`src/hdl/assert_macros.svh`:
```
// assertion helpers used by rrts_ctrl
`ifndef ASSERT_MACROS_SVH
`define ASSERT_MACROS_SVH
`ifndef SYNTHESIS
`define RRTS_ASSERT(lbl, clk, rst_n, prop, msg) \
    lbl: assert property (@(posedge clk) disable iff (!rst_n) (prop)) else $error(msg);
`define RRTS_ASSERT_NEXT(lbl, clk, rst_n, ante, cons, msg) \
    lbl: assert property (@(posedge clk) disable iff (!rst_n) (ante) |=> (cons)) else $error(msg);
`else
`define RRTS_ASSERT(lbl, clk, rst_n, prop, msg)
`define RRTS_ASSERT_NEXT(lbl, clk, rst_n, ante, cons, msg)
`endif
`endif

```
`src/hdl/rrts_pkg.sv`:
```
package rrts_pkg;

    localparam int THREADS_DEF    = 16;
    localparam int SEMAPHORES_DEF = 128;

    localparam logic [1:0] STATUS_OK   = 2'd0;
    localparam logic [1:0] STATUS_FAIL = 2'd1;
    localparam logic [1:0] STATUS_LAST = 2'd2;

    typedef enum logic [3:0] {
        CMD_SCHEDULE  = 4'd0,
        CMD_CREATE    = 4'd1,
        CMD_EXIT      = 4'd2,
        CMD_SLEEP     = 4'd3,
        CMD_JOIN      = 4'd4,
        CMD_SEM_ALLOC = 4'd5,
        CMD_SEM_FREE  = 4'd6,
        CMD_SEM_DOWN  = 4'd7,
        CMD_SEM_UP    = 4'd8
    } t_cmd;

    typedef enum logic [2:0] {
        SS_TERM  = 3'd0,
        SS_READY = 3'd1,
        SS_RUN   = 3'd2,
        SS_SLEEP = 3'd3,
        SS_BLOCK = 3'd4
    } t_slot_st;

    typedef enum logic [4:0] {
        A_NONE, A_LATCH, A_CLR, A_SCHED, A_SLEEP, A_CREATE, A_COUNT,
        A_EXITLAST, A_JREL, A_EXITFIN, A_RESEL, A_JFIND, A_ALLOC,
        A_FREE, A_SEMRD, A_DOWN, A_UP, A_OUT
    } t_act;

    typedef enum logic [3:0] {
        S_IDLE, S_DISP, S_CREATE, S_COUNT, S_EXITDEC, S_JREL, S_EXITFIN,
        S_RESEL, S_JFIND, S_ALLOC, S_FREE, S_DOWN, S_UP, S_OUT
    } t_fsm;

    typedef struct packed {
        t_act act;
    } t_dp_ctl;

    typedef struct packed {
        t_cmd cmd;
        logic running;
        logic sem_ok;
        logic sem_alloc;
        logic hit;
        logic hit_live;
        logic last;
        logic live_one;
        logic sem_zero;
        logic out_busy;
    } t_dp_sts;

endpackage

```
`src/hdl/rrts_if.sv`:
```
interface rrts_in_if;
    import rrts_pkg::*;
    logic        valid;
    logic        ready;
    logic [3:0]  command;
    logic [15:0] sleep_ticks;
    logic [15:0] target_tid;
    logic [6:0]  sem_index;
    logic [31:0] now;
    modport source (output valid, command, sleep_ticks, target_tid, sem_index, now,
                    input ready);
    modport sink (input valid, command, sleep_ticks, target_tid, sem_index, now,
                  output ready);
endinterface

interface rrts_out_if;
    import rrts_pkg::*;
    logic        valid;
    logic        ready;
    logic [1:0]  status;
    logic [15:0] result_value;
    logic [3:0]  running_slot;
    logic [15:0] running_tid;
    logic        idle;
    modport source (output valid, status, result_value, running_slot, running_tid, idle,
                    input ready);
    modport sink (input valid, status, result_value, running_slot, running_tid, idle,
                  output ready);
endinterface

```
`src/hdl/rrts_ctrl.sv`:
```
`include "assert_macros.svh"

module rrts_ctrl (
    input  logic              i_clk,
    input  logic              i_rst_n,
    input  logic              i_in_valid,
    output logic              o_in_ready,
    input  rrts_pkg::t_dp_sts i_sts,
    output rrts_pkg::t_dp_ctl o_ctl
);
    import rrts_pkg::*;

    t_fsm r_state, n_state;

    always_ff @(posedge i_clk) begin
        if (!i_rst_n) begin
            r_state <= S_IDLE;
        end else begin
            r_state <= n_state;
        end
    end

    // next state
    always_comb begin
        n_state = r_state;
        unique case (r_state)
            S_IDLE:    if (i_in_valid) n_state = S_DISP;
            S_DISP: begin
                unique case (i_sts.cmd)
                    CMD_SCHEDULE:  n_state = S_RESEL;
                    CMD_CREATE:    n_state = S_CREATE;
                    CMD_EXIT:      n_state = i_sts.running ? S_COUNT : S_OUT;
                    CMD_SLEEP:     n_state = i_sts.running ? S_RESEL : S_OUT;
                    CMD_JOIN:      n_state = i_sts.running ? S_JFIND : S_OUT;
                    CMD_SEM_ALLOC: n_state = S_ALLOC;
                    CMD_SEM_FREE:  n_state = i_sts.sem_ok ? S_FREE : S_OUT;
                    CMD_SEM_DOWN:  n_state = (i_sts.running && i_sts.sem_ok &&
                                              i_sts.sem_alloc) ? S_DOWN : S_OUT;
                    CMD_SEM_UP:    n_state = (i_sts.sem_ok && i_sts.sem_alloc) ?
                                             S_UP : S_OUT;
                    default:       n_state = S_OUT;
                endcase
            end
            S_CREATE:  if (i_sts.hit || i_sts.last) n_state = S_OUT;
            S_COUNT:   if (i_sts.last) n_state = S_EXITDEC;
            S_EXITDEC: n_state = i_sts.live_one ? S_OUT : S_JREL;
            S_JREL:    if (i_sts.last) n_state = S_EXITFIN;
            S_EXITFIN: n_state = S_RESEL;
            S_RESEL:   if (i_sts.hit || i_sts.last) n_state = S_OUT;
            S_JFIND: begin
                if (i_sts.hit && i_sts.hit_live) n_state = S_RESEL;
                else if (i_sts.hit || i_sts.last) n_state = S_OUT;
            end
            S_ALLOC:   if (i_sts.hit || i_sts.last) n_state = S_OUT;
            S_FREE:    if (i_sts.last) n_state = S_OUT;
            S_DOWN:    n_state = i_sts.sem_zero ? S_RESEL : S_OUT;
            S_UP:      if (i_sts.hit || i_sts.last) n_state = S_OUT;
            S_OUT:     if (!i_sts.out_busy) n_state = S_IDLE;
            default:   n_state = S_IDLE;
        endcase
    end

    // datapath commands
    always_comb begin
        o_ctl.act  = A_NONE;
        o_in_ready = (r_state == S_IDLE);
        unique case (r_state)
            S_IDLE:    if (i_in_valid) o_ctl.act = A_LATCH;
            S_DISP: begin
                unique case (i_sts.cmd)
                    CMD_SCHEDULE:  o_ctl.act = A_SCHED;
                    CMD_CREATE:    o_ctl.act = A_CLR;
                    CMD_EXIT:      if (i_sts.running) o_ctl.act = A_CLR;
                    CMD_SLEEP:     if (i_sts.running) o_ctl.act = A_SLEEP;
                    CMD_JOIN:      if (i_sts.running) o_ctl.act = A_CLR;
                    CMD_SEM_ALLOC: o_ctl.act = A_CLR;
                    CMD_SEM_FREE:  if (i_sts.sem_ok) o_ctl.act = A_CLR;
                    CMD_SEM_DOWN:  if (i_sts.running && i_sts.sem_ok && i_sts.sem_alloc)
                                       o_ctl.act = A_SEMRD;
                    CMD_SEM_UP:    if (i_sts.sem_ok && i_sts.sem_alloc) o_ctl.act = A_CLR;
                    default:       o_ctl.act = A_NONE;
                endcase
            end
            S_CREATE:  o_ctl.act = A_CREATE;
            S_COUNT:   o_ctl.act = A_COUNT;
            S_EXITDEC: o_ctl.act = i_sts.live_one ? A_EXITLAST : A_CLR;
            S_JREL:    o_ctl.act = A_JREL;
            S_EXITFIN: o_ctl.act = A_EXITFIN;
            S_RESEL:   o_ctl.act = A_RESEL;
            S_JFIND:   o_ctl.act = A_JFIND;
            S_ALLOC:   o_ctl.act = A_ALLOC;
            S_FREE:    o_ctl.act = A_FREE;
            S_DOWN:    o_ctl.act = A_DOWN;
            S_UP:      o_ctl.act = A_UP;
            S_OUT:     if (!i_sts.out_busy) o_ctl.act = A_OUT;
            default:   o_ctl.act = A_NONE;
        endcase
    end

    `RRTS_ASSERT_NEXT(a_accept_disp, i_clk, i_rst_n, (r_state == S_IDLE) && i_in_valid, r_state == S_DISP, "request not dispatched")
    `RRTS_ASSERT_NEXT(a_out_hold, i_clk, i_rst_n, (r_state == S_OUT) && i_sts.out_busy, r_state == S_OUT, "result overwritten")
    `RRTS_ASSERT_NEXT(a_resel_stay, i_clk, i_rst_n, (r_state == S_RESEL) && !i_sts.hit && !i_sts.last, r_state == S_RESEL, "scan ended early")

endmodule

```
`src/hdl/rrts_dp.sv`:
```
module rrts_dp #(
    parameter int THREADS    = rrts_pkg::THREADS_DEF,
    parameter int SEMAPHORES = rrts_pkg::SEMAPHORES_DEF
) (
    input  logic              i_clk,
    input  logic              i_rst_n,
    input  rrts_pkg::t_dp_ctl i_ctl,
    output rrts_pkg::t_dp_sts o_sts,
    input  logic [3:0]        i_command,
    input  logic [15:0]       i_sleep_ticks,
    input  logic [15:0]       i_target_tid,
    input  logic [6:0]        i_sem_index,
    input  logic [31:0]       i_now,
    output logic              o_valid,
    input  logic              i_ready,
    output logic [1:0]        o_status,
    output logic [15:0]       o_result_value,
    output logic [3:0]        o_running_slot,
    output logic [15:0]       o_running_tid,
    output logic              o_idle
);
    import rrts_pkg::*;

    localparam int SW  = $clog2(THREADS);
    localparam int SMW = (SEMAPHORES > 1) ? $clog2(SEMAPHORES) : 1;
    localparam int LW  = $clog2(THREADS + 1);

    // slot table
    t_slot_st    r_st [THREADS];
    logic [15:0] r_tid [THREADS];
    logic [31:0] r_wake [THREADS];
    logic        r_jw_v [THREADS];
    logic [15:0] r_jw_tid [THREADS];
    logic        r_sw_v [THREADS];
    logic [7:0]  r_sw_idx [THREADS];

    // semaphores: allocated flags in flops, free/taken bit in memory
    logic [SEMAPHORES-1:0] r_alloc;
    logic                  r_sem_mem [SEMAPHORES];
    logic                  r_sem_rd;

    logic [SW-1:0]  r_cur, r_idx, r_cnt;
    logic [SMW-1:0] r_sscan;
    logic [LW-1:0]  r_live;
    logic [15:0]    r_next_tid;
    logic           r_idle;

    logic [3:0]  r_cmd;
    logic [15:0] r_ticks, r_target;
    logic [6:0]  r_sidx;
    logic [31:0] r_now;
    logic [1:0]  r_status;
    logic [15:0] r_value;

    logic           running, sem_ok, hit, hit_live, last;
    logic [SMW-1:0] saddr;
    logic [7:0]     sidx8;
    t_slot_st       e_st;
    logic           mem_we, mem_wd;
    logic [SMW-1:0] mem_wa;

    function automatic logic [SW-1:0] nxt(input logic [SW-1:0] i);
        return (i == SW'(THREADS - 1)) ? '0 : SW'(i + 1'b1);
    endfunction

    always_comb begin
        running  = (r_st[r_cur] == SS_RUN);
        sem_ok   = (32'(r_sidx) < 32'(SEMAPHORES));
        saddr    = SMW'(r_sidx);
        sidx8    = 8'(r_sidx);
        e_st     = r_st[r_idx];
        hit      = 1'b0;
        hit_live = (e_st != SS_TERM);
        last     = (r_cnt == SW'(THREADS - 1));
        case (i_ctl.act)
            A_CREATE: hit = (e_st == SS_TERM);
            A_RESEL:  hit = (e_st == SS_READY) ||
                            ((e_st == SS_SLEEP) && (r_wake[r_idx] <= r_now));
            A_JFIND:  hit = (r_tid[r_idx] == r_target);
            A_UP:     hit = r_sw_v[r_idx] && (r_sw_idx[r_idx] == sidx8);
            A_ALLOC: begin
                hit  = !r_alloc[r_sscan];
                last = (r_sscan == SMW'(SEMAPHORES - 1));
            end
            default:  hit = 1'b0;
        endcase
        o_sts.cmd       = t_cmd'(r_cmd);
        o_sts.running   = running;
        o_sts.sem_ok    = sem_ok;
        o_sts.sem_alloc = r_alloc[saddr];
        o_sts.hit       = hit;
        o_sts.hit_live  = hit_live;
        o_sts.last      = last;
        o_sts.live_one  = (r_live == LW'(1));
        o_sts.sem_zero  = !r_sem_rd;
        o_sts.out_busy  = o_valid && !i_ready;
    end

    // semaphore value memory write port
    always_comb begin
        mem_we = 1'b0;
        mem_wd = 1'b1;
        mem_wa = saddr;
        case (i_ctl.act)
            A_ALLOC: begin
                mem_we = hit;
                mem_wa = r_sscan;
            end
            A_DOWN: begin
                mem_we = r_sem_rd;
                mem_wd = 1'b0;
            end
            A_UP:    mem_we = last && !hit;
            default: mem_we = 1'b0;
        endcase
    end

    always_ff @(posedge i_clk) begin
        if (mem_we) r_sem_mem[mem_wa] <= mem_wd;
        if (i_ctl.act == A_SEMRD) r_sem_rd <= r_sem_mem[saddr];
    end

    always_ff @(posedge i_clk) begin
        if (!i_rst_n) begin
            for (int i = 0; i < THREADS; i++) begin
                r_st[i]   <= (i == 0) ? SS_RUN : SS_TERM;
                r_tid[i]  <= '0;
                r_jw_v[i] <= 1'b0;
                r_sw_v[i] <= 1'b0;
            end
            r_alloc    <= '0;
            r_cur      <= '0;
            r_next_tid <= 16'd1;
            r_idle     <= 1'b0;
            o_valid    <= 1'b0;
        end else begin
            if (o_valid && i_ready && (i_ctl.act != A_OUT)) o_valid <= 1'b0;
            case (i_ctl.act)
                A_LATCH: begin
                    r_cmd    <= i_command;
                    r_ticks  <= i_sleep_ticks;
                    r_target <= i_target_tid;
                    r_sidx   <= i_sem_index;
                    r_now    <= i_now;
                    r_status <= STATUS_OK;
                    r_value  <= '0;
                end
                A_CLR: begin
                    r_idx   <= '0;
                    r_cnt   <= '0;
                    r_sscan <= '0;
                    r_live  <= '0;
                end
                A_SCHED: begin
                    if (running) r_st[r_cur] <= SS_READY;
                    r_idx <= nxt(r_cur);
                    r_cnt <= '0;
                end
                A_SLEEP: begin
                    r_wake[r_cur] <= r_now + 32'(r_ticks);
                    r_st[r_cur]   <= SS_SLEEP;
                    r_idx         <= nxt(r_cur);
                    r_cnt         <= '0;
                end
                A_CREATE: begin
                    if (hit) begin
                        r_st[r_idx]   <= SS_READY;
                        r_tid[r_idx]  <= r_next_tid;
                        r_jw_v[r_idx] <= 1'b0;
                        r_sw_v[r_idx] <= 1'b0;
                        r_value       <= r_next_tid;
                        r_next_tid    <= r_next_tid + 16'd1;
                    end else if (last) begin
                        r_status <= STATUS_FAIL;
                    end
                    r_idx <= nxt(r_idx);
                    r_cnt <= r_cnt + 1'b1;
                end
                A_COUNT: begin
                    if (e_st != SS_TERM) r_live <= r_live + 1'b1;
                    r_idx <= nxt(r_idx);
                    r_cnt <= r_cnt + 1'b1;
                end
                A_EXITLAST: begin
                    r_st[r_cur] <= SS_TERM;
                    r_idle      <= 1'b1;
                    r_status    <= STATUS_LAST;
                end
                A_JREL: begin
                    if (r_jw_v[r_idx] && (r_jw_tid[r_idx] == r_tid[r_cur])) begin
                        r_jw_v[r_idx] <= 1'b0;
                        r_st[r_idx]   <= SS_READY;
                    end
                    r_idx <= nxt(r_idx);
                    r_cnt <= r_cnt + 1'b1;
                end
                A_EXITFIN: begin
                    r_st[r_cur] <= SS_TERM;
                    r_idx       <= nxt(r_cur);
                    r_cnt       <= '0;
                end
                A_RESEL: begin
                    if (hit) begin
                        r_cur       <= r_idx;
                        r_st[r_idx] <= SS_RUN;
                        r_idle      <= 1'b0;
                    end else if (last) begin
                        r_idle <= 1'b1;
                    end
                    r_idx <= nxt(r_idx);
                    r_cnt <= r_cnt + 1'b1;
                end
                A_JFIND: begin
                    if (hit && hit_live) begin
                        r_jw_v[r_cur]   <= 1'b1;
                        r_jw_tid[r_cur] <= r_target;
                        r_st[r_cur]     <= SS_BLOCK;
                        r_idx           <= nxt(r_cur);
                        r_cnt           <= '0;
                    end else begin
                        r_idx <= nxt(r_idx);
                        r_cnt <= r_cnt + 1'b1;
                    end
                end
                A_ALLOC: begin
                    if (hit) begin
                        r_alloc[r_sscan] <= 1'b1;
                        r_value          <= 16'(r_sscan);
                    end else if (last) begin
                        r_status <= STATUS_FAIL;
                    end
                    r_sscan <= r_sscan + 1'b1;
                end
                A_FREE: begin
                    if (r_sw_v[r_idx] && (r_sw_idx[r_idx] == sidx8)) begin
                        r_sw_v[r_idx] <= 1'b0;
                        r_st[r_idx]   <= SS_READY;
                    end
                    if (last) r_alloc[saddr] <= 1'b0;
                    r_idx <= nxt(r_idx);
                    r_cnt <= r_cnt + 1'b1;
                end
                A_DOWN: begin
                    if (!r_sem_rd) begin
                        r_sw_v[r_cur]   <= 1'b1;
                        r_sw_idx[r_cur] <= sidx8;
                        r_st[r_cur]     <= SS_BLOCK;
                        r_idx           <= nxt(r_cur);
                        r_cnt           <= '0;
                    end
                end
                A_UP: begin
                    if (hit) begin
                        r_sw_v[r_idx] <= 1'b0;
                        r_st[r_idx]   <= SS_READY;
                    end
                    r_idx <= nxt(r_idx);
                    r_cnt <= r_cnt + 1'b1;
                end
                A_OUT: begin
                    o_valid        <= 1'b1;
                    o_status       <= r_status;
                    o_result_value <= r_value;
                    o_running_slot <= r_idle ? 4'd0 : 4'(r_cur);
                    o_running_tid  <= r_idle ? 16'd0 : r_tid[r_cur];
                    o_idle         <= r_idle;
                end
                default: begin
                end
            endcase
        end
    end

endmodule

```
`src/hdl/round_robin_thread_scheduler_core.sv`:
```
// scanning requests take longer than those that do no scan, and the sequencer also
// waits in its output state while an earlier result is not yet taken by the port
// throughput: one request at a time; the slot scan steps one slot per cycle
// reset: synchronous active-low; slot 0 running with tid 0, next tid 1, no semaphore
// allocated; no clearing pass, the block accepts a request in the first cycle after reset
module round_robin_thread_scheduler_core #(
    parameter int THREADS    = rrts_pkg::THREADS_DEF,
    parameter int SEMAPHORES = rrts_pkg::SEMAPHORES_DEF
) (
    input logic           i_clk,
    input logic           i_rst_n,
    rrts_in_if.sink       i_in,
    rrts_out_if.source    o_out
);
    import rrts_pkg::*;

    // command and status bundles between the sequencer and the datapath
    t_dp_ctl ctl;
    t_dp_sts sts;

    // sequencer: latch a request, dispatch by command, run the slot or
    // semaphore scan, then park the result in the output register
    rrts_ctrl u_ctrl (
        .i_clk      (i_clk),
        .i_rst_n    (i_rst_n),
        .i_in_valid (i_in.valid),
        .o_in_ready (i_in.ready),
        .i_sts      (sts),
        .o_ctl      (ctl)
    );

    // datapath: slot table, semaphore store, scan counters, result register
    rrts_dp #(
        .THREADS    (THREADS),
        .SEMAPHORES (SEMAPHORES)
    ) u_dp (
        .i_clk          (i_clk),
        .i_rst_n        (i_rst_n),
        .i_ctl          (ctl),
        .o_sts          (sts),
        .i_command      (i_in.command),
        .i_sleep_ticks  (i_in.sleep_ticks),
        .i_target_tid   (i_in.target_tid),
        .i_sem_index    (i_in.sem_index),
        .i_now          (i_in.now),
        .o_valid        (o_out.valid),
        .i_ready        (o_out.ready),
        .o_status       (o_out.status),
        .o_result_value (o_out.result_value),
        .o_running_slot (o_out.running_slot),
        .o_running_tid  (o_out.running_tid),
        .o_idle         (o_out.idle)
    );

endmodule
```
`src/flat_wrapper.sv`:
```
// flat-port wrapper written by rule: the top's interface ports become plain ports
module round_robin_thread_scheduler_core_flat import rrts_pkg::*;
#(
    parameter int THREADS    = rrts_pkg::THREADS_DEF,
    parameter int SEMAPHORES = rrts_pkg::SEMAPHORES_DEF
)
  (i_clk, i_rst_n, i_in_valid, i_in_command, i_in_sleep_ticks, i_in_target_tid, i_in_sem_index, i_in_now, i_in_ready, o_out_valid, o_out_status, o_out_result_value, o_out_running_slot, o_out_running_tid, o_out_idle, o_out_ready);
  rrts_in_if i_in_i ();
  rrts_out_if o_out_i ();
  input logic i_clk;
  input logic i_rst_n;
  input wire logic [$bits(i_in_i.valid)-1:0] i_in_valid;
  input wire logic [$bits(i_in_i.command)-1:0] i_in_command;
  input wire logic [$bits(i_in_i.sleep_ticks)-1:0] i_in_sleep_ticks;
  input wire logic [$bits(i_in_i.target_tid)-1:0] i_in_target_tid;
  input wire logic [$bits(i_in_i.sem_index)-1:0] i_in_sem_index;
  input wire logic [$bits(i_in_i.now)-1:0] i_in_now;
  output wire logic [$bits(i_in_i.ready)-1:0] i_in_ready;
  output wire logic [$bits(o_out_i.valid)-1:0] o_out_valid;
  output wire logic [$bits(o_out_i.status)-1:0] o_out_status;
  output wire logic [$bits(o_out_i.result_value)-1:0] o_out_result_value;
  output wire logic [$bits(o_out_i.running_slot)-1:0] o_out_running_slot;
  output wire logic [$bits(o_out_i.running_tid)-1:0] o_out_running_tid;
  output wire logic [$bits(o_out_i.idle)-1:0] o_out_idle;
  input wire logic [$bits(o_out_i.ready)-1:0] o_out_ready;
  assign i_in_i.valid = i_in_valid;
  assign i_in_i.command = i_in_command;
  assign i_in_i.sleep_ticks = i_in_sleep_ticks;
  assign i_in_i.target_tid = i_in_target_tid;
  assign i_in_i.sem_index = i_in_sem_index;
  assign i_in_i.now = i_in_now;
  assign i_in_ready = i_in_i.ready;
  assign o_out_valid = o_out_i.valid;
  assign o_out_status = o_out_i.status;
  assign o_out_result_value = o_out_i.result_value;
  assign o_out_running_slot = o_out_i.running_slot;
  assign o_out_running_tid = o_out_i.running_tid;
  assign o_out_idle = o_out_i.idle;
  assign o_out_i.ready = o_out_ready;
  round_robin_thread_scheduler_core #(.THREADS(THREADS), .SEMAPHORES(SEMAPHORES)) u_core (.i_clk(i_clk), .i_rst_n(i_rst_n), .i_in(i_in_i), .o_out(o_out_i));
endmodule
```
`config.mk`:
```
export PLATFORM = sky130hd
export DESIGN_NAME = round_robin_thread_scheduler_core_flat
export DESIGN_NICKNAME = d
export VERILOG_FILES = /design/src/hdl/rrts_pkg.sv /design/src/hdl/rrts_if.sv /design/src/hdl/rrts_ctrl.sv /design/src/hdl/rrts_dp.sv /design/src/hdl/round_robin_thread_scheduler_core.sv /design/src/flat_wrapper.sv
export VERILOG_INCLUDE_DIRS = /design/src /design/src/hdl
export SDC_FILE = /design/constraint.sdc
export NUM_CORES = 2
export LEC_CHECK = 0
export BUFFER_PORTS_ARGS = -buffer_cell sky130_fd_sc_hd__buf_2
export CORE_MARGIN = 10
export CORE_UTILIZATION = 60
export DETAILED_ROUTE_END_ITERATION = 8
export GPL_TIMING_DRIVEN = 0
export PLACE_DENSITY = 0.87
export SETUP_SLACK_MARGIN = 0.1
export SLEW_MARGIN = 20
export SYNTH_ARGS = -nofsm -noshare
export SYNTH_HDL_FRONTEND = slang
export SYNTH_HIERARCHICAL = 1
export SYNTH_SLANG_ARGS = --single-unit
```
`constraint.sdc`:
```
create_clock -name i_clk -period 9.3 [get_ports i_clk]
set_clock_uncertainty 0.1 [all_clocks]
set_input_delay 1.395 -clock i_clk [delete_from_list [all_inputs] [get_ports i_clk]]
set_output_delay 1.395 -clock i_clk [all_outputs]
set_load 0.01 [all_outputs]
```
# After elaboration in Yosys (flattened, before gate mapping)
# Memories as Yosys holds them, arrays and structs flattened. A register that Yosys moved wholly into a read port is not among the register bits.
# Cells that the tools add are included.
[classes]
addsub = 7
mul = 0
div = 0
order_cmp = 5
eq_ne = 63
n_shift = 0
n_mux = 149
n_bitwise = 15
n_reduce_logical = 56
[op_table]
columns = ["cell", "count"]
rows = [
  ["2-to-1 mux 128 bit", 2],
  ["one-hot mux 128 bit (2 select lines)", 1],
  ["2-to-1 mux 4 bit", 36],
  ["bitwise AND 128 bit", 1],
  ["NOT 128 bit", 1],
  ["OR 128 bit", 1],
  ["one-hot mux 5 bit (14 select lines)", 1],
  ["2-to-1 mux 1 bit", 68],
  ["2-to-1 mux 16 bit", 3],
  ["one-hot mux 16 bit (3 select lines)", 1],
  ["2-to-1 mux 3 bit", 15],
  ["one-hot mux 4 bit (11 select lines)", 1],
  ["== test 4 bit, second input constant", 10],
  ["== test 5 x 4 -> 1 bit, second input constant", 8],
  ["one-hot mux 4 bit (9 select lines)", 1],
  ["adder 32 x 16 -> 32 bit", 1],
  ["== test 16 bit", 2],
  ["== test 4 x 3 -> 1 bit, second input constant", 8],
  ["<= comparator 32 bit", 1],
  ["one-hot mux 4 bit (6 select lines)", 1],
  ["inequality test 2 bit, second input constant", 11],
  ["== test 5 x 3 -> 1 bit, second input constant", 4],
  ["one-hot mux 4 bit (5 select lines)", 1],
  ["adder 16 x 1 -> 16 bit, second input constant", 1],
  ["other kinds (49)", 115],
]
[word_totals]
reg_bits = 306
latch_bits = 0
ram_bits = 1344
rom_bits = 0
input_bits = 79
output_inout_bits = 41
mem_count = 8
[mem_list]
columns = ["name", "depth", "word_bits", "read_ports", "rd_ports_with_merged_regs", "wr", "line_no", "rtl"]
rows = [
  ["u_core.u_dp.r_wake", 16, 32, 1, 1, 1, "rrts_dp.sv:31", "logic [31:0] r_wake [THREADS];"],
  ["u_core.u_dp.r_jw_tid", 16, 16, 1, 1, 1, "rrts_dp.sv:33", "logic [15:0] r_jw_tid [THREADS];"],
  ["u_core.u_dp.r_tid", 16, 16, 2, 2, 16, "rrts_dp.sv:30", "logic [15:0] r_tid [THREADS];"],
  ["u_core.u_dp.r_sem_mem", 128, 1, 1, 1, 1, "rrts_dp.sv:39", "logic r_sem_mem [SEMAPHORES];"],
  ["u_core.u_dp.r_sw_idx", 16, 7, 1, 1, 1, "rrts_dp.sv:35", "logic [7:0] r_sw_idx [THREADS];"],
  ["u_core.u_dp.r_st", 16, 3, 2, 2, 16, "rrts_dp.sv:29", "t_slot_st r_st [THREADS];"],
  ["2 more memories", "-", "-", "-", "-", "-", "-", ""],
]

# Longest topological paths before layout
[logic_depth]
ltp_word = 18
ltp_mapped = 31

# Hierarchy
# Netlist, hierarchy kept.
[modules_own_cells]
columns = ["mod", "instances", "cells_each", "area_each_um2"]
rows = [
  ["rrts_dp", 1, 4838, 73148.9],
  ["rrts_ctrl", 1, 129, 844.6],
]

# Least setup slack after synthesis
# Ideal clock, no wire load.
[synth_timing]
path_type = "flip-flop to flip-flop"
start = "register u_core.u_dp.r_sidx[0]"
end = "register u_core.u_dp.o_idle, enable pin"
setup_time_ns = 0.486
t_arrival_ns = 6.527
t_required_ns = 8.714
path_slack_ns = 2.187
stages_incl_launch_ff = 21
synth_period_minus_slack_ns = 7.113
cell_sequence = "edfxtp_1 clkbuf_1 clkinv_1 and2_1 clkbuf_1 clkbuf_1 a22o_1 a221oi_1 nand4_1 o211ai_1 o21ai_0 o211ai_1 o21ai_0 nand2_1 o21ai_0 a211oi_1 o41ai_1 a21o_1 clkbuf_1 nand2b_1 nor3_1"
[synth_lines]
columns = ["item", "line_no", "rtl"]
rows = [
  ["from (decl)", "rrts_dp.sv:50", "logic [6:0] r_sidx;"],
  ["from (signal assigned)", "rrts_dp.sv:143", "r_sidx <= i_sem_index;"],
  ["to (signal assigned)", "rrts_dp.sv:266", "o_idle <= r_idle;"],
  ["to (decl)", "rrts_dp.sv:20", "output logic o_idle"],
]

==> results.py <==
metrics = {
    "run_status": {
        "status": "finished, violations left",
        "violations": "design-rule violations",
    },
    "floorplanning": {
        "die_x_um": 371,
        "initial_utilization_pct": 60.6,
        "die-area_um2": 138000,
        "chipHeight_um": 371,
        "ioPinCount": 120,
        "coreArea_um2": 122000,
        "rows": 128,
    },
    "cts": {
        "cts_root_buffer": "clkbuf_16",
        "clkLatencyLatePin_ps": 840,
        "cts_num_sinks": 1659,
        "clk_pin_slew_ps": 60,
        "cts_tree": "built",
        "cts_buffer_depth": 3,
        "numCtsBuffers": 164,
        "htreeDepth": 4,
    },
    "layout": {
        "layout-drive-gt1-share_pct": 21.0,
        "area_delta_synth_final_pct": 13.6,
        "fin_nets": 5458,
        "design_area_um2": 84100,
        "nFillCells": 7479,
    },
    "synthesis": {
        "synth_xor_area_share_pct": 1.40,
        "synth_top_family_by_area": "multiplexers",
        "synth_edf_count": 1465,
        "synth-compound-area-share_pct": 7.16,
        "syn_nets": 5108,
        "ys_types": 87,
        "synth_ff_type": "edfxtp_1",
        "ys_warn_count": 6,
        "syn_area_per_cell_um2": 14.9,
        "ys_ff_latch": 1659,
        "syn_inst": 4967,
        "synthMuxAreaShare_pct": 14.2,
        "synth.area.top_cells": "edfxtp_1, mux4_2, dfxtp_1",
        "synth_simple_gate_area_share_pct": 8.82,
        "syn_area_um2": 74000,
        "synthAdderAreaFrac_pct": 1.06,
        "ys_async_sr_fraction_pct": 0,
        "synth.yosys.seq_area_share_pct": 64.7,
        "netlist.area_leader.share_pct": 59.5,
        "synth_largest_area_cell": "edfxtp_1",
    },
    "placement": {
        "place_congestion": 1.01,
        "port_buffers": 119,
        "dpl-instance-area_um2": 78100,
        "dpl.hpwl_um": 160000,
    },
    "timing": {
        "period_needed_ps": 9230,
        "rsz0062_at_grt": "false",
        "tightest_slew_ps": 1370,
        "slew_violations": 0,
        "fin_tns_setup_ps": 0,
        "period_share_pct": 99.3,
        "max_freq_mhz": 108,
        "setup-violations-final": 0,
        "slew_headroom_pct": 8.36,
        "hold_violations": 0,
    },
    "detailed_routing": {
        "wl_per_cell_um": 35.2,
        "drt_first_pass_iters": 9,
        "vias": 52200,
        "drcViolationCount": 4,
        "viasPerCell": 7.38,
        "routed_wl_um": 249000,
        "first_iter_violations": 10100,
        "ant_nets": 0,
    },
    "global_routing": {
        "grt_max_degree": 72,
        "grtUsageTotal_pct": 35.3,
        "grt_overflow": 0,
        "grt_pass1_vias": 50900,
        "grt_pass1_wl_um": 352000,
        "antenna_found_initial": 10,
    },
    "power": {
        "power_frac_clock_pct": 28.2,
        "powerDensity_nw_per_um2": 279,
        "pwr-share-seq_pct": 39.5,
        "p_switching_mw": 8.17,
        "pwr-share-comb_pct": 32.3,
        "leakage_nw": 27.6,
        "peakVddDrop_v": 0.000245,
        "swShare_pct": 34.8,
        "internal_power_mw": 15.3,
    },
    "setup_path": {
        "critPathArrivalTime_ps": 9640,
        "critPathKind": "register to register",
        "start_kind": "register",
        "r2r_slack_ps": 70,
        "crit_path_end_kind": "register",
        "rr_endpoint": "u_core/u_dp/r_sem_mem[68]",
        "crit_path_max_fanout": 19,
        "required_ps": 9710,
        "reg2reg_depth": 23,
    },
    "flow_run": {
        "cap_violations": 0,
    },
    "worst_hold_path": {
        "hold_class": "register to register",
        "hold_end": "u_core/u_dp/o_result_value[2]",
        "hold_path.startpoint": "u_core/u_dp/r_value[2]",
        "min_path_cells": 0,
    },
}
-- metal layers --
layer  share of wire (%)  vias up  track usage [%]
li1                    -    20000                -
met1                  31    25300             42.8
met2                  45     5550             53.9
met3                  16     1390             12.5
met4                 8.1       16             22.1
met5               0.087        -            0.559
-- sequential cells by signal, indices dropped and copies added (netlist names), 32 cells and up, named ones only --
signal and flops:
u_core/u_dp/r_alloc 128, u_core/u_dp/r_jw_tid 256, u_core/u_dp/r_now 32, u_core/u_dp/r_sem_mem 128, u_core/u_dp/r_st 48, u_core/u_dp/r_sw_idx 112, u_core/u_dp/r_tid 256, u_core/u_dp/r_wake 512
-- worst max-delay path by stage --
stage                               start                      endpoint  slack [ps]
floorplan           u_core/u_dp/r_sidx[0]            u_core/u_dp/o_idle        2190
global placement                 register  u_core/u_dp/r_jw_tid[10][15]       -2300
detailed placement  u_core/u_dp/r_sidx[0]  u_core/u_dp/r_jw_tid[10][15]       -1510
CTS                              register     u_core/u_dp/r_sem_mem[79]         100
global route        u_core/u_dp/r_sidx[0]   u_core/u_dp/r_jw_tid[12][2]          10
finish                           register     u_core/u_dp/r_sem_mem[68]          70
-- worst max-delay path, cell delays in order (launching register included) --
cell,delay [ps]
dfxtp_1,320
buf_4,230
buf_6,230
buf_6,260
buf_4,460
clkbuf_1,700
clkbuf_1,770
mux4_2,470
mux4_2,550
ha_1,340
nand4_1,170
or4_1,740
nor3_1,590
nor4b_2,120
buf_4,230
o21ai_4,350
nand2_1,190
nor3_2,390
inv_1,220
o311ai_4,360
buf_12,180
nand3_1,310
buf_2,360
nor2_1,180
-- stage by stage --
step                      hold slack (ps)  total power [mW]  utilization [%]  setup WS [ps]  instances
final                                 318              23.5             68.8           68.7       7083
after global routing                  326              23.9             68.8           9.85       7078
after CTS                             319              22.9             68.5            101       7064
after detailed placement              305              16.3             63.9          -1510       6758
after global placement                304              15.8             62.7          -2300       6711
after floorplan                       300              13.7                -           2190       4967
-- cells by family (layout without fill, tap and decap cells) --
kind of cell,Yosys count,count (layout)
AO/OA/AOI/OAI,828,828
adder cells (fa/ha/maj),62,62
AND/OR/NAND/NOR,1324,1324
flip-flops,1659,1659
buffers and inverters,428,914
other,1,6
multiplexers,547,547
XOR/XNOR,118,118
-- power groups by stage --
stage | clock, mW | combinational, mW | sequential (mW)
floorplan | 0 | 4.46 | 9.28
global placement | 0 | 6.44 | 9.41
detailed placement | 0 | 6.86 | 9.42
CTS | 6.61 | 7.07 | 9.27
global route | 6.89 | 7.72 | 9.29
finish | 6.60 | 7.57 | 9.27
-- what timing repair did --
item / CTS / global route
endpoints found under the setup margin: 1375 / 1187
gates resized for setup: 78 / 53
hold buffers: 0 / 0
pin swaps: 8 / 1
endpoints found under the hold margin: 0 / 0
setup buffers: 8 / 13
-- Yosys cell counts (32+ instances only) --
cell type,instances
and2_1,285
o21ai_0,240
dfxtp_1,194
a21oi_1,210
nand2_1,299
inv_1,73
xnor2_1,87
clkbuf_1,213
a22oi_1,132
buf_1,32
buf_4,43
mux2i_1,125
nor2b_1,50
a22o_1,35
nor3_1,95
buf_2,54
edfxtp_1,1465
nor2_1,352
mux4_2,403
a221oi_1,36
nand3_1,84
ha_1,61
nand4_1,50
-- area by class of cell --
class / instances / area, um^2 / area share [%]
antenna: 5 / 12.5 / 0.0149
clock inverter: 112 / 1060 / 1.26
timing repair buffer: 188 / 1870 / 2.22
buffer: 350 / 1740 / 2.06
clock buffer: 190 / 4240 / 5.05
sequential: 1659 / 47900 / 57.0
tap: 1625 / 2030 / 2.42
inverter: 74 / 285 / 0.339
multi-input combinational: 2880 / 25000 / 29.7
-- cells in the final DEF, fill, tap and decap left out, types with 59 or more instances in the layout --
| cell | Yosys | layout |
|---|---|---|
| nand2_1 | 299 | 299 |
| and2_1 | 285 | 285 |
| buf_4 | 43 | 59 |
| dfxtp_1 | 194 | 194 |
| ha_1 | 61 | 61 |
| xnor2_1 | 87 | 62 |
| a22oi_1 | 132 | 132 |
| edfxtp_1 | 1465 | 1465 |
| o21ai_0 | 240 | 222 |
| nand3_1 | 84 | 79 |
| mux4_2 | 403 | 403 |
| nor2_1 | 352 | 311 |
| clkbuf_16 | 0 | 165 |
| clkbuf_1 | 213 | 199 |
| mux2i_1 | 125 | 125 |
| inv_1 | 73 | 71 |
| a21oi_1 | 210 | 207 |
| buf_2 | 54 | 184 |
| nor3_1 | 95 | 89 |
(Power assumes the default switching activity.)
